## src/hdl/row_column_wipe_pattern_macros.svh

```systemverilog
// assertion helpers for the wipe pattern block
`ifndef ROW_COLUMN_WIPE_PATTERN_MACROS_SVH
`define ROW_COLUMN_WIPE_PATTERN_MACROS_SVH

// same-cycle implication
`define RCWP_ASSERT(lbl, ante, cons, msg) \
  lbl: assert property (@(posedge clk_i) disable iff (!rst_ni) (ante) |-> (cons)) \
    else $error(msg);

// next-cycle implication
`define RCWP_ASSERT_NEXT(lbl, ante, cons, msg) \
  lbl: assert property (@(posedge clk_i) disable iff (!rst_ni) (ante) |=> (cons)) \
    else $error(msg);

`endif

```

## src/hdl/rcwp_pkg.sv

```systemverilog
`timescale 1ns / 1ps

package rcwp_pkg;

  localparam int unsigned MAX_ROWS      = 256;
  localparam int unsigned MAX_COLS      = 256;

  localparam int unsigned TIME_W        = 64;
  localparam int unsigned COORD_W       = 8;
  localparam int unsigned LEVEL_W       = 8;
  localparam int unsigned NUM_LEVELS    = 4;
  localparam int unsigned SECS_W        = 16;
  localparam int unsigned PCT_W         = 7;
  localparam int unsigned COUNT_REG_W   = 9;

  localparam int unsigned US_PER_SECOND = 1000000;
  localparam int unsigned DUR_W         = 36;

  localparam int unsigned PCT_FULL      = 100;
  localparam int unsigned ROUND_HALF    = 50;
  localparam int unsigned PROD_W        = 15;
  localparam int unsigned RECIP_W       = 28;
  localparam int unsigned SCALE_RECIP   = 5243;
  localparam int unsigned SCALE_SHIFT   = 19;

  localparam int unsigned CFG_ADDR_W    = 5;
  localparam int unsigned CFG_DATA_W    = 32;
  localparam int unsigned IN_DATA_W     = 80;
  localparam int unsigned OUT_DATA_W    = 40;

  typedef enum logic [2:0] {
    REG_DURATION = 3'd0,
    REG_BRIGHT   = 3'd1,
    REG_RED      = 3'd2,
    REG_GREEN    = 3'd3,
    REG_BLUE     = 3'd4,
    REG_WHITE    = 3'd5,
    REG_ROWS     = 3'd6,
    REG_COLS     = 3'd7
  } cfg_reg_e;

  typedef enum logic {
    REQ_RESTART = 1'b0,
    REQ_PIXEL   = 1'b1
  } req_type_e;

endpackage

```

## src/hdl/row_column_wipe_pattern.sv

```systemverilog
`timescale 1ns / 1ps

// Wipe pattern pixel generator. A restart transaction (tuser 0) is taken
// without leaving idle and resets the sweep to row-down at the given time. A
// pixel transaction (tuser 1) goes from idle through the elapsed, clip and
// multiply states to the output state, where an in-range result is registered,
// and the next transaction is taken once the block is back in idle. The
// multipliers are MW bits wide, MW being the larger of 9 and the bit width of
// the row and column limits. The time goes into a bit-serial shift-add unit
// that forms clip*N and (coordinate+1)*D one multiplier bit per cycle, and the
// pixel's state is read from comparing the two products. One pixel is in work
// at a time; a finished result waits in the output register while the next
// transaction is accepted, and a second finished result holds the input off
// until the first one leaves. Pixels outside the configured matrix give no
// result but still take part in the end-of-frame phase check.
module row_column_wipe_pattern
  import rcwp_pkg::*;
#(
  parameter int unsigned MaxRows = MAX_ROWS,
  parameter int unsigned MaxCols = MAX_COLS
) (
  input  logic                  clk_i,
  input  logic                  rst_ni,
  // apb configuration
  input  logic                  psel,
  input  logic                  penable,
  input  logic                  pwrite,
  input  logic [CFG_ADDR_W-1:0] paddr,
  input  logic [CFG_DATA_W-1:0] pwdata,
  output logic [CFG_DATA_W-1:0] prdata,
  output logic                  pready,
  // request stream
  input  logic                  s_axis_tvalid,
  output logic                  s_axis_tready,
  input  logic [IN_DATA_W-1:0]  s_axis_tdata,  // now_us[63:0], pixel_row, pixel_col
  input  logic                  s_axis_tuser,  // req_type
  input  logic                  s_axis_tlast,  // frame_last
  // pixel stream
  output logic                  m_axis_tvalid,
  input  logic                  m_axis_tready,
  output logic [OUT_DATA_W-1:0] m_axis_tdata,  // lit, red, green, blue, white, zero pad
  output logic                  m_axis_tuser,  // sweep_phase
  output logic                  m_axis_tlast   // frame_end
);

  localparam int unsigned RW     = $clog2(MaxRows + 1);
  localparam int unsigned CLW    = $clog2(MaxCols + 1);
  localparam int unsigned KW     = COORD_W + 1;
  localparam int unsigned MW0    = (RW > CLW) ? RW : CLW;
  localparam int unsigned MW     = (MW0 > KW) ? MW0 : KW;
  localparam int unsigned CNT_W  = $clog2(MW);
  localparam int unsigned ACC_W  = DUR_W + MW;

  typedef enum logic [4:0] {
    S_IDLE = 5'b00001,
    S_ELAP = 5'b00010,
    S_CLIP = 5'b00100,
    S_MUL  = 5'b01000,
    S_OUT  = 5'b10000
  } state_e;

  state_e                state_q, state_d;
  logic                  phase_q, phase_d;
  logic [TIME_W-1:0]     begin_q, begin_d;
  logic                  m_valid_q, m_valid_d;

  logic [SECS_W-1:0]      secs_q, secs_d;
  logic [PCT_W-1:0]       bright_q, bright_d;
  logic [LEVEL_W-1:0]     level_q [NUM_LEVELS];
  logic [LEVEL_W-1:0]     level_d [NUM_LEVELS];
  logic [COUNT_REG_W-1:0] rows_q, rows_d;
  logic [COUNT_REG_W-1:0] cols_q, cols_d;

  logic [TIME_W-1:0]      now_q, now_d;
  logic [COORD_W-1:0]     row_q, row_d;
  logic [COORD_W-1:0]     col_q, col_d;
  logic                   last_q, last_d;
  logic [DUR_W-1:0]       dur_q, dur_d;
  logic [TIME_W-1:0]      elapsed_q, elapsed_d;
  logic                   expired_q, expired_d;
  logic [PROD_W-1:0]      prod_q [NUM_LEVELS];
  logic [PROD_W-1:0]      prod_d [NUM_LEVELS];
  logic [LEVEL_W-1:0]     scaled_q [NUM_LEVELS];
  logic [LEVEL_W-1:0]     scaled_d [NUM_LEVELS];
  logic [ACC_W-1:0]       mcand_a_q, mcand_a_d;
  logic [ACC_W-1:0]       mcand_b_q, mcand_b_d;
  logic [ACC_W-1:0]       acc_a_q, acc_a_d;
  logic [ACC_W-1:0]       acc_b_q, acc_b_d;
  logic [MW-1:0]          nbits_q, nbits_d;
  logic [MW-1:0]          kbits_q, kbits_d;
  logic [CNT_W-1:0]       cnt_q, cnt_d;

  logic                   out_lit_q, out_lit_d;
  logic [LEVEL_W-1:0]     out_level_q [NUM_LEVELS];
  logic [LEVEL_W-1:0]     out_level_d [NUM_LEVELS];
  logic                   out_phase_q, out_phase_d;
  logic                   out_last_q, out_last_d;

  logic                   cfg_wr;
  logic                   in_fire;
  logic [RW-1:0]          rows_eff;
  logic [CLW-1:0]         cols_eff;
  logic [PCT_W-1:0]       pct;
  logic [SECS_W-1:0]      secs_eff;
  logic [DUR_W-1:0]       clip;
  logic                   in_range;
  logic                   lit;
  logic                   out_free;

  assign pready        = 1'b1;
  assign cfg_wr        = psel & penable & pwrite & pready;
  assign s_axis_tready = (state_q == S_IDLE);
  assign in_fire       = s_axis_tvalid & s_axis_tready;
  assign out_free      = ~m_valid_q | m_axis_tready;

  // effective counts: zero reads as one, saturate at the limit
  always_comb begin
    if (rows_q == '0) begin
      rows_eff = RW'(1);
    end else if (32'(rows_q) > MaxRows) begin
      rows_eff = RW'(MaxRows);
    end else begin
      rows_eff = RW'(rows_q);
    end
    if (cols_q == '0) begin
      cols_eff = CLW'(1);
    end else if (32'(cols_q) > MaxCols) begin
      cols_eff = CLW'(MaxCols);
    end else begin
      cols_eff = CLW'(cols_q);
    end
  end

  assign pct      = (32'(bright_q) > PCT_FULL) ? PCT_W'(PCT_FULL) : bright_q;
  assign secs_eff = (secs_q == '0) ? SECS_W'(1) : secs_q;
  assign clip     = (elapsed_q >= TIME_W'(dur_q)) ? dur_q : elapsed_q[DUR_W-1:0];
  assign in_range = (32'(row_q) < 32'(rows_eff)) && (32'(col_q) < 32'(cols_eff));
  assign lit      = phase_q ? (acc_a_q >= acc_b_q) : (acc_a_q < acc_b_q);

  // register read
  always_comb begin
    prdata = '0;
    case (cfg_reg_e'(paddr[CFG_ADDR_W-1:2]))
      REG_DURATION: prdata = CFG_DATA_W'(secs_q);
      REG_BRIGHT:   prdata = CFG_DATA_W'(bright_q);
      REG_RED:      prdata = CFG_DATA_W'(level_q[0]);
      REG_GREEN:    prdata = CFG_DATA_W'(level_q[1]);
      REG_BLUE:     prdata = CFG_DATA_W'(level_q[2]);
      REG_WHITE:    prdata = CFG_DATA_W'(level_q[3]);
      REG_ROWS:     prdata = CFG_DATA_W'(rows_q);
      REG_COLS:     prdata = CFG_DATA_W'(cols_q);
      default:      prdata = '0;
    endcase
  end

  // register write
  always_comb begin
    secs_d   = secs_q;
    bright_d = bright_q;
    level_d  = level_q;
    rows_d   = rows_q;
    cols_d   = cols_q;
    if (cfg_wr) begin
      case (cfg_reg_e'(paddr[CFG_ADDR_W-1:2]))
        REG_DURATION: secs_d     = pwdata[SECS_W-1:0];
        REG_BRIGHT:   bright_d   = pwdata[PCT_W-1:0];
        REG_RED:      level_d[0] = pwdata[LEVEL_W-1:0];
        REG_GREEN:    level_d[1] = pwdata[LEVEL_W-1:0];
        REG_BLUE:     level_d[2] = pwdata[LEVEL_W-1:0];
        REG_WHITE:    level_d[3] = pwdata[LEVEL_W-1:0];
        REG_ROWS:     rows_d     = pwdata[COUNT_REG_W-1:0];
        REG_COLS:     cols_d     = pwdata[COUNT_REG_W-1:0];
        default:      ;
      endcase
    end
  end

  // sequencer
  always_comb begin
    state_d     = state_q;
    phase_d     = phase_q;
    begin_d     = begin_q;
    m_valid_d   = m_valid_q & ~m_axis_tready;
    now_d       = now_q;
    row_d       = row_q;
    col_d       = col_q;
    last_d      = last_q;
    dur_d       = dur_q;
    elapsed_d   = elapsed_q;
    expired_d   = expired_q;
    prod_d      = prod_q;
    scaled_d    = scaled_q;
    mcand_a_d   = mcand_a_q;
    mcand_b_d   = mcand_b_q;
    acc_a_d     = acc_a_q;
    acc_b_d     = acc_b_q;
    nbits_d     = nbits_q;
    kbits_d     = kbits_q;
    cnt_d       = cnt_q;
    out_lit_d   = out_lit_q;
    out_level_d = out_level_q;
    out_phase_d = out_phase_q;
    out_last_d  = out_last_q;

    case (state_q)
      S_IDLE: begin
        if (in_fire) begin
          now_d  = s_axis_tdata[TIME_W-1:0];
          row_d  = s_axis_tdata[TIME_W +: COORD_W];
          col_d  = s_axis_tdata[TIME_W+COORD_W +: COORD_W];
          last_d = s_axis_tlast;
          dur_d  = DUR_W'(secs_eff) * DUR_W'(US_PER_SECOND);
          if (req_type_e'(s_axis_tuser) == REQ_RESTART) begin
            phase_d = 1'b0;
            begin_d = s_axis_tdata[TIME_W-1:0];
          end else begin
            state_d = S_ELAP;
          end
        end
      end
      S_ELAP: begin
        elapsed_d = now_q - begin_q;
        for (int i = 0; i < NUM_LEVELS; i++) begin
          prod_d[i] = PROD_W'(level_q[i]) * PROD_W'(pct) + PROD_W'(ROUND_HALF);
        end
        state_d = S_CLIP;
      end
      S_CLIP: begin
        // divide by 100 through a reciprocal, exact over the product range
        for (int i = 0; i < NUM_LEVELS; i++) begin
          scaled_d[i] = LEVEL_W'((RECIP_W'(prod_q[i]) * RECIP_W'(SCALE_RECIP))
                                 >> SCALE_SHIFT);
        end
        expired_d = (elapsed_q >= TIME_W'(dur_q));
        mcand_a_d = ACC_W'(clip);
        mcand_b_d = ACC_W'(dur_q);
        acc_a_d   = '0;
        acc_b_d   = '0;
        if (phase_q) begin
          nbits_d = MW'(cols_eff);
          kbits_d = MW'(col_q) + MW'(1);
        end else begin
          nbits_d = MW'(rows_eff);
          kbits_d = MW'(row_q) + MW'(1);
        end
        cnt_d   = '0;
        state_d = S_MUL;
      end
      S_MUL: begin
        // one multiplier bit per cycle for clip*n and (k+1)*dur
        if (nbits_q[0]) begin
          acc_a_d = acc_a_q + mcand_a_q;
        end
        if (kbits_q[0]) begin
          acc_b_d = acc_b_q + mcand_b_q;
        end
        mcand_a_d = mcand_a_q << 1;
        mcand_b_d = mcand_b_q << 1;
        nbits_d   = nbits_q >> 1;
        kbits_d   = kbits_q >> 1;
        cnt_d     = cnt_q + CNT_W'(1);
        if (cnt_q == CNT_W'(MW - 1)) begin
          state_d = S_OUT;
        end
      end
      S_OUT: begin
        if (!in_range || out_free) begin
          if (in_range) begin
            m_valid_d   = 1'b1;
            out_lit_d   = lit;
            for (int i = 0; i < NUM_LEVELS; i++) begin
              out_level_d[i] = lit ? scaled_q[i] : '0;
            end
            out_phase_d = phase_q;
            out_last_d  = last_q;
          end
          if (last_q && expired_q) begin
            begin_d = now_q;
            phase_d = ~phase_q;
          end
          state_d = S_IDLE;
        end
      end
      default: state_d = S_IDLE;
    endcase
  end

  always_ff @(posedge clk_i or negedge rst_ni) begin
    if (!rst_ni) begin
      state_q    <= S_IDLE;
      phase_q    <= 1'b0;
      begin_q    <= '0;
      m_valid_q  <= 1'b0;
      secs_q     <= SECS_W'(1);
      bright_q   <= PCT_W'(PCT_FULL);
      level_q[0] <= '1;
      level_q[1] <= '1;
      level_q[2] <= '1;
      level_q[3] <= '0;
      rows_q     <= COUNT_REG_W'(1);
      cols_q     <= COUNT_REG_W'(1);
    end else begin
      state_q   <= state_d;
      phase_q   <= phase_d;
      begin_q   <= begin_d;
      m_valid_q <= m_valid_d;
      secs_q    <= secs_d;
      bright_q  <= bright_d;
      level_q   <= level_d;
      rows_q    <= rows_d;
      cols_q    <= cols_d;
    end
  end

  always_ff @(posedge clk_i) begin
    now_q       <= now_d;
    row_q       <= row_d;
    col_q       <= col_d;
    last_q      <= last_d;
    dur_q       <= dur_d;
    elapsed_q   <= elapsed_d;
    expired_q   <= expired_d;
    prod_q      <= prod_d;
    scaled_q    <= scaled_d;
    mcand_a_q   <= mcand_a_d;
    mcand_b_q   <= mcand_b_d;
    acc_a_q     <= acc_a_d;
    acc_b_q     <= acc_b_d;
    nbits_q     <= nbits_d;
    kbits_q     <= kbits_d;
    cnt_q       <= cnt_d;
    out_lit_q   <= out_lit_d;
    out_level_q <= out_level_d;
    out_phase_q <= out_phase_d;
    out_last_q  <= out_last_d;
  end

  assign m_axis_tvalid = m_valid_q;
  assign m_axis_tdata  = {7'b0, out_level_q[3], out_level_q[2], out_level_q[1],
                          out_level_q[0], out_lit_q};
  assign m_axis_tuser  = out_phase_q;
  assign m_axis_tlast  = out_last_q;

  `include "row_column_wipe_pattern_macros.svh"

  `RCWP_ASSERT(a_dur_nonzero, state_q == S_CLIP, dur_q != '0, "phase duration is zero")
  `RCWP_ASSERT(a_clip_bound, state_q == S_MUL && cnt_q == '0, mcand_a_q <= mcand_b_q, "clip exceeds duration")
  `RCWP_ASSERT_NEXT(a_phase_hold, state_q != S_OUT && !in_fire, phase_q == $past(phase_q), "phase changed outside a transaction")
  `RCWP_ASSERT_NEXT(a_load_src, !m_valid_q && state_q != S_OUT, !m_valid_q, "result loaded outside output state")

endmodule

```

## config.mk

```make
export PLATFORM = sky130hd
export DESIGN_NAME = row_column_wipe_pattern
export DESIGN_NICKNAME = d
export VERILOG_FILES = /design/src/hdl/rcwp_pkg.sv /design/src/hdl/row_column_wipe_pattern.sv
export VERILOG_INCLUDE_DIRS = /design/src /design/src/hdl
export SDC_FILE = /design/constraint.sdc
export NUM_CORES = 2
export LEC_CHECK = 0
export BUFFER_PORTS_ARGS = -buffer_cell sky130_fd_sc_hd__buf_2
export CORE_AREA = 2 2 363 365
export DETAILED_ROUTE_END_ITERATION = 10
export DIE_AREA = 0 0 365 367
export GPL_TIMING_DRIVEN = 0
export PLACE_DENSITY = 0.58
export SLEW_MARGIN = 40
export SYNTH_ARGS = -nofsm -noshare
export SYNTH_HDL_FRONTEND = slang
export SYNTH_SLANG_ARGS = --single-unit
```

## constraint.sdc

```tcl
create_clock -name clk_i -period 14.98 [get_ports clk_i]
set_input_delay 2.996 -clock clk_i [delete_from_list [all_inputs] [get_ports clk_i]]
set_output_delay 2.996 -clock clk_i [all_outputs]
set_load 0.02 [all_outputs]
```

Word-level counts from Yosys, hierarchy flattened
Cells that the tools add are included.
{"block": "word_totals", "ff_bits": 649, "input_bits": 126, "output_inout_bits": 77, "wordCells": 159}
{"block": "op_classes", "add_sub_neg": 10, "mul": 9, "order_cmp": 8, "eq_ne": 21, "muxes": 38, "bitwise": 8, "reduce_logical": 24}
{"op": "$pmux W45 S2", "n": 4}
{"op": "$mux W64", "n": 4}
{"op": "$pmux W32 S8", "n": 1}
{"op": "$pmux W64 S2", "n": 1}
{"op": "$mul A15 B13 Y27 const B", "n": 4}
{"op": "$add A45 B45 Y45", "n": 2}
{"op": "$mux W45", "n": 2}
{"op": "$ge A64 B36 Y1", "n": 1}
{"op": "$sub A64 B64 Y64", "n": 1}
{"op": "$add A15 B6 Y15 const B", "n": 4}
{"op": "$mul A8 B7 Y15", "n": 4}
{"op": "$mux W9", "n": 6}
{"op": "$ge A45 B45 Y1", "n": 1}
{"op": "$lt A45 B45 Y1", "n": 1}
{"op": "$mux W36", "n": 1}
{"op": "$pmux W9 S2", "n": 2}
{"op": "$mul A16 B14 Y30 const B", "n": 1}
{"op": "$pmux W5 S5", "n": 1}
{"op": "$reduce_and A2 Y1", "n": 11}
{"op": "$mux W5", "n": 4}
{"op": "$add A8 B1 Y9 const B", "n": 2}
{"op": "$gt A9 B9 Y1 const B", "n": 2}
{"op": "$logic_not A9 Y1", "n": 2}
{"op": "$lt A8 B9 Y1", "n": 2}
{"op": "30 further kinds", "n": 54}

Logic depth before layout (Yosys ltp)
{"block": "logic_depth", "ltp_word": 9, "ltp_mapped": 28, "depth_no_buf": 28}

Worst setup path before layout
Ideal clock, no wire load.
{"block": "synth_path", "path_type": "flip-flop to flip-flop", "start": "reg state_q[3]", "end": "reg elapsed_q[0], enable pin", "setup_ns": 0.787, "t_arrival_ns": 9.846, "required_time_ns": 14.193, "slack_ns": 4.347, "stages_incl_launch_ff": 3, "path_buffers": 0, "synth_period_minus_slack_ns": 10.633, "path_cell_list": "dfrtp_1 or3_1 nor3b_1"}
{"block": "synth_between", "elab_chain_len": 1}
{"item": "start: declaration", "line": "row_column_wipe_pattern.sv:62", "text": "state_e state_q, state_d;"}
{"item": "start signal: assignment", "line": "row_column_wipe_pattern.sv:303", "text": "state_q <= state_d;"}
{"item": "$eq A5 B2 Y1", "line": "row_column_wipe_pattern.sv:205", "text": "case (state_q)"}
{"item": "end signal: assignment", "line": "row_column_wipe_pattern.sv:321", "text": "elapsed_q <= elapsed_d;"}
{"item": "end: declaration", "line": "row_column_wipe_pattern.sv:79", "text": "logic [TIME_W-1:0] elapsed_q, elapsed_d;"}
No other way between the ends.
A chain may end at the register's enable or synchronous reset.

Worst setup path after layout
{"block": "layout_path", "start": "in paddr[2]", "end": "out prdata[1]"}
{"block": "layout_between", "elab_chain_len": 2, "word_cells_on_any_way": 9, "cone_classes": "eq/ne: 7; mux: 1; reduce/logical: 1"}
{"item": "start: declaration", "line": "row_column_wipe_pattern.sv:28", "text": "input logic [CFG_ADDR_W-1:0] paddr,"}
{"item": "$eq A3 B3 Y1, or another cell as far along", "line": "row_column_wipe_pattern.sv:143", "text": "case (cfg_reg_e'(paddr[CFG_ADDR_W-1:2]))"}
{"item": "$pmux W32 S8 (*)", "line": "row_column_wipe_pattern.sv:143"}
{"item": "end: declaration", "line": "row_column_wipe_pattern.sv:30", "text": "output logic [CFG_DATA_W-1:0] prdata,"}
Mark *: on every way between the ends. The rest lies on a longest branch, timed or not. The select of a mux whose other input is x is not followed.

==> run summary <==
CP endpoint kind: output port
share of cells above drive strength 1: 7.72%
EDFF count, synth: 493
CTS Hold Bufs: 0
Die X: 365 um
first-pass GRT wire length: 225 mm
Die ar.: 134000 um2
worst setup path class: in -> out
Area after DPL: 61700 um2
Skew-Pair Late Insertion Delay: 0.71 ns
CP max stage delay: 0.60 ns
CP Launch Point: paddr[2]
FMAX: 117 MHz
FF-to-FF path depth: 25
Worst path slowest cell: a22oi_1
worst vdd ir: 0.000508 V
Yosys Warn Count: 0
CTS clk-pin slew, worst paths: 0.05 ns
fillcell total: 12200
drt pass-1 iters: 5
Slew @ Worst Pin: 0.902 ns
CP max FO: 10
Final Max Tran Viols: 0
status: complete, no violations
Buffers on Ports: 160
max cap viols: 0
cts repair resizes: 0
Core Box Area: 130000 um2
Nets: 7433
Netlist cell types: 79
CTS Buf Count: 78
RSZ-0062 raised after global routing: no
dpl ws: 6.54 ns
wire per inst: 18.0 um
Final WS setup: 6.42 ns
fin crit period: 8.56 ns
Detail Placement HPWL: 114 mm
final period utilization: 57.1%
Cell Rows: 133
Routed Antenna Nets: 0
crit path cell chain: buf_2 > buf_1 > clkbuf_1 > nand2_1 > nor2_1 > a22oi_1 > a22oi_1 > buf_2
global route overflow: 0
Root Driver: clkbuf_16
Vert. Die Dim: 367 um
Leakage: 30.1 nW
CP bufs+invs: 4
Fin. Hold Viols: 0
worst path required time: 11.98 ns
Setup Skew: 0.0633 ns
#FFs+latches synth: 637
Slew HR: 39.2%
crit path to: prdata[1]
Power Total: 11.5 mW
Post-Route WL: 140 mm
Syn Inst Count: 5693
CTS HTree Levels: 3
Initial DRC Count: 2581
largest net degree at the start of global routing: 74
Final setup viols: 0
FFs w/ async S/R, synth: 22.6%
final instance area: 64200 um2
Bufs on Longest Clock Path: 3
Placer Congestion: 0.921
Area Growth Syn to Fin: 10.6%
clk sink count: 637
average size of a mapped cell: 10.2 um2
worst hold margin: 0.485 ns
fin util: 49.2%
Initial Util: 44.5%
RR Endpoint: dur_q[32]
IO Count: 203
Crit path max-delay family: buffers and inverters
Seq/Total Area, Yosys: 31.8%
FF-to-FF setup slack: 6.98 ns
vias: 40600
GRT Util Overall: 21.3%
CP startpoint kind: input port
Residual DRC: 0
DR vias/cell: 5.20
Synth Flop Type: edfxtp_1
CP Depth: 8
Reg2Reg Launch Point: secs_q[10]
min-delay worst type: reg -> reg
arrival time of the worst setup path: 5.56 ns
Setup Buffers After CTS: 0
Pwr Density: 179 nW/um2
initial antenna violation count: 15
vias in the first global route: 40800
CTS tree: built
Syn Std Cell Area: 58100 um2
[cells in the final DEF (no fill, tap or decap), types with 10 or more instances in the layout]
master / instances
buf_2: 174
conb_1: 24
and2_1: 135
and3_1: 43
a211oi_1: 22
o31ai_1: 13
nand2_1: 408
o21bai_1: 41
xnor2_1: 162
edfxtp_1: 493
fa_1: 460
xor2_1: 77
nand2b_1: 45
nand3_1: 62
ha_1: 860
nor2b_1: 38
clkinv_2: 14
nor2_1: 378
clkbuf_16: 79
nor4_1: 15
o21ai_1: 10
clkbuf_1: 153
inv_1: 968
a21oi_1: 240
o211ai_1: 17
mux2i_1: 41
buf_1: 23
nand4_1: 42
a21o_1: 141
o22ai_1: 69
o21a_1: 41
nor3_1: 52
dfrtp_1: 113
mux2_2: 64
o21ai_0: 209
or3_1: 11
buf_4: 31
a31oi_1: 37
dfstp_2: 31
[worst min-delay path by stage]
stage          slack [ns]  cells past startpoint   start      endpoint
2_1_floorplan        0.45                      0  last_q  m_axis_tlast
3_3_place_gp         0.47                      0  last_q  m_axis_tlast
3_5_place_dp         0.47                      0  last_q  m_axis_tlast
4_1_cts              0.49                      0  last_q  m_axis_tlast
5_1_grt              0.52                      0  last_q  m_axis_tlast
6_report             0.49                      0  last_q  m_axis_tlast
[state kept, by name, summed over array words and instances (netlist names), 16 cells and up]
register	flops
level_q	32
elapsed_q	64
m_axis_tdata	32
acc_b_q	39
secs_q	16
mcand_b_q	39
now_q	64
dur_q	30
prod_q	60
begin_q	64
acc_a_q	45
mcand_a_q	45
scaled_q	32
[area by class of cell]
class | instances | area [um2] | area share [%]
multi-input cells | 3918 | 35300 | 55.0
flip-flops and latches | 637 | 18400 | 28.7
inverters | 971 | 3650 | 5.68
well taps | 1755 | 2200 | 3.42
clock buffers | 104 | 2110 | 3.29
repair buffers | 192 | 1230 | 1.91
plain buffers | 189 | 815 | 1.27
clock inverters | 37 | 413 | 0.643
diodes | 6 | 15.0 | 0.0234
[power by group]
part / internal, mW / switching (mW) / total [mW]
Clock: 1.06 / 0.817 / 1.87
Combinational: 3.06 / 3.97 / 7.03
Sequential: 2.45 / 0.161 / 2.61
[synth_stat cells (15+ instances only)]
library cell / n / area, um2
buf_4: 25 / 188
edfxtp_1: 493 / 14800
and3_1: 43 / 269
fa_1: 460 / 9210
nor2_1: 379 / 1420
nand2_1: 411 / 1540
xor2_1: 77 / 674
nor3_1: 55 / 275
a31oi_1: 37 / 231
clkbuf_1: 137 / 514
dfstp_2: 31 / 815
o21ai_0: 209 / 1050
nor4_1: 15 / 93.8
dfrtp_1: 113 / 2830
inv_1: 969 / 3640
o21bai_1: 41 / 308
nand2b_1: 45 / 282
o21a_1: 41 / 308
buf_1: 23 / 86.3
a211oi_1: 22 / 165
mux2i_1: 41 / 410
ha_1: 860 / 10800
o22ai_1: 69 / 432
a21o_1: 141 / 1060
o31ai_1: 15 / 113
nand4_1: 42 / 263
xnor2_1: 162 / 1420
nand3_1: 63 / 315
a21oi_1: 240 / 1200
and2_1: 136 / 851
nor2b_1: 38 / 238
mux2_2: 64 / 721
o211ai_1: 17 / 128
[cell families (layout without fill, tap and decap cells)]
| family | after synthesis | after routing | synth area share [%] |
|---|---|---|---|
| AO/OA/AOI/OAI | 953 | 953 | 10.4 |
| XOR/XNOR | 239 | 239 | 3.60 |
| adder cells (fa/ha/maj) | 1320 | 1320 | 34.4 |
| buffers and inverters | 1160 | 1493 | 7.67 |
| flip-flops | 637 | 637 | 31.8 |
| multiplexers | 107 | 107 | 2.03 |
| other | 2 | 30 | 0.0129 |
| AND/OR/NAND/NOR | 1275 | 1275 | 10.2 |
[routing by layer]
metal,routed length (um),vias up,track usage (%)
li1,-,19800,-
met1,66600,19700,31.2
met2,63000,917,33.5
met3,7980,145,2.94
met4,2680,2,4.91
met5,12,-,0
[stage by stage]
stage / setup TNS, ns / instances
after floorplan: 0 / 5715
after global placement: -61.32 / 7630
after detailed placement: 0 / 7662
after CTS: 0 / 7803
after global routing: 0 / 7803
final: 0 / 7809
(Power assumes the default switching activity.)
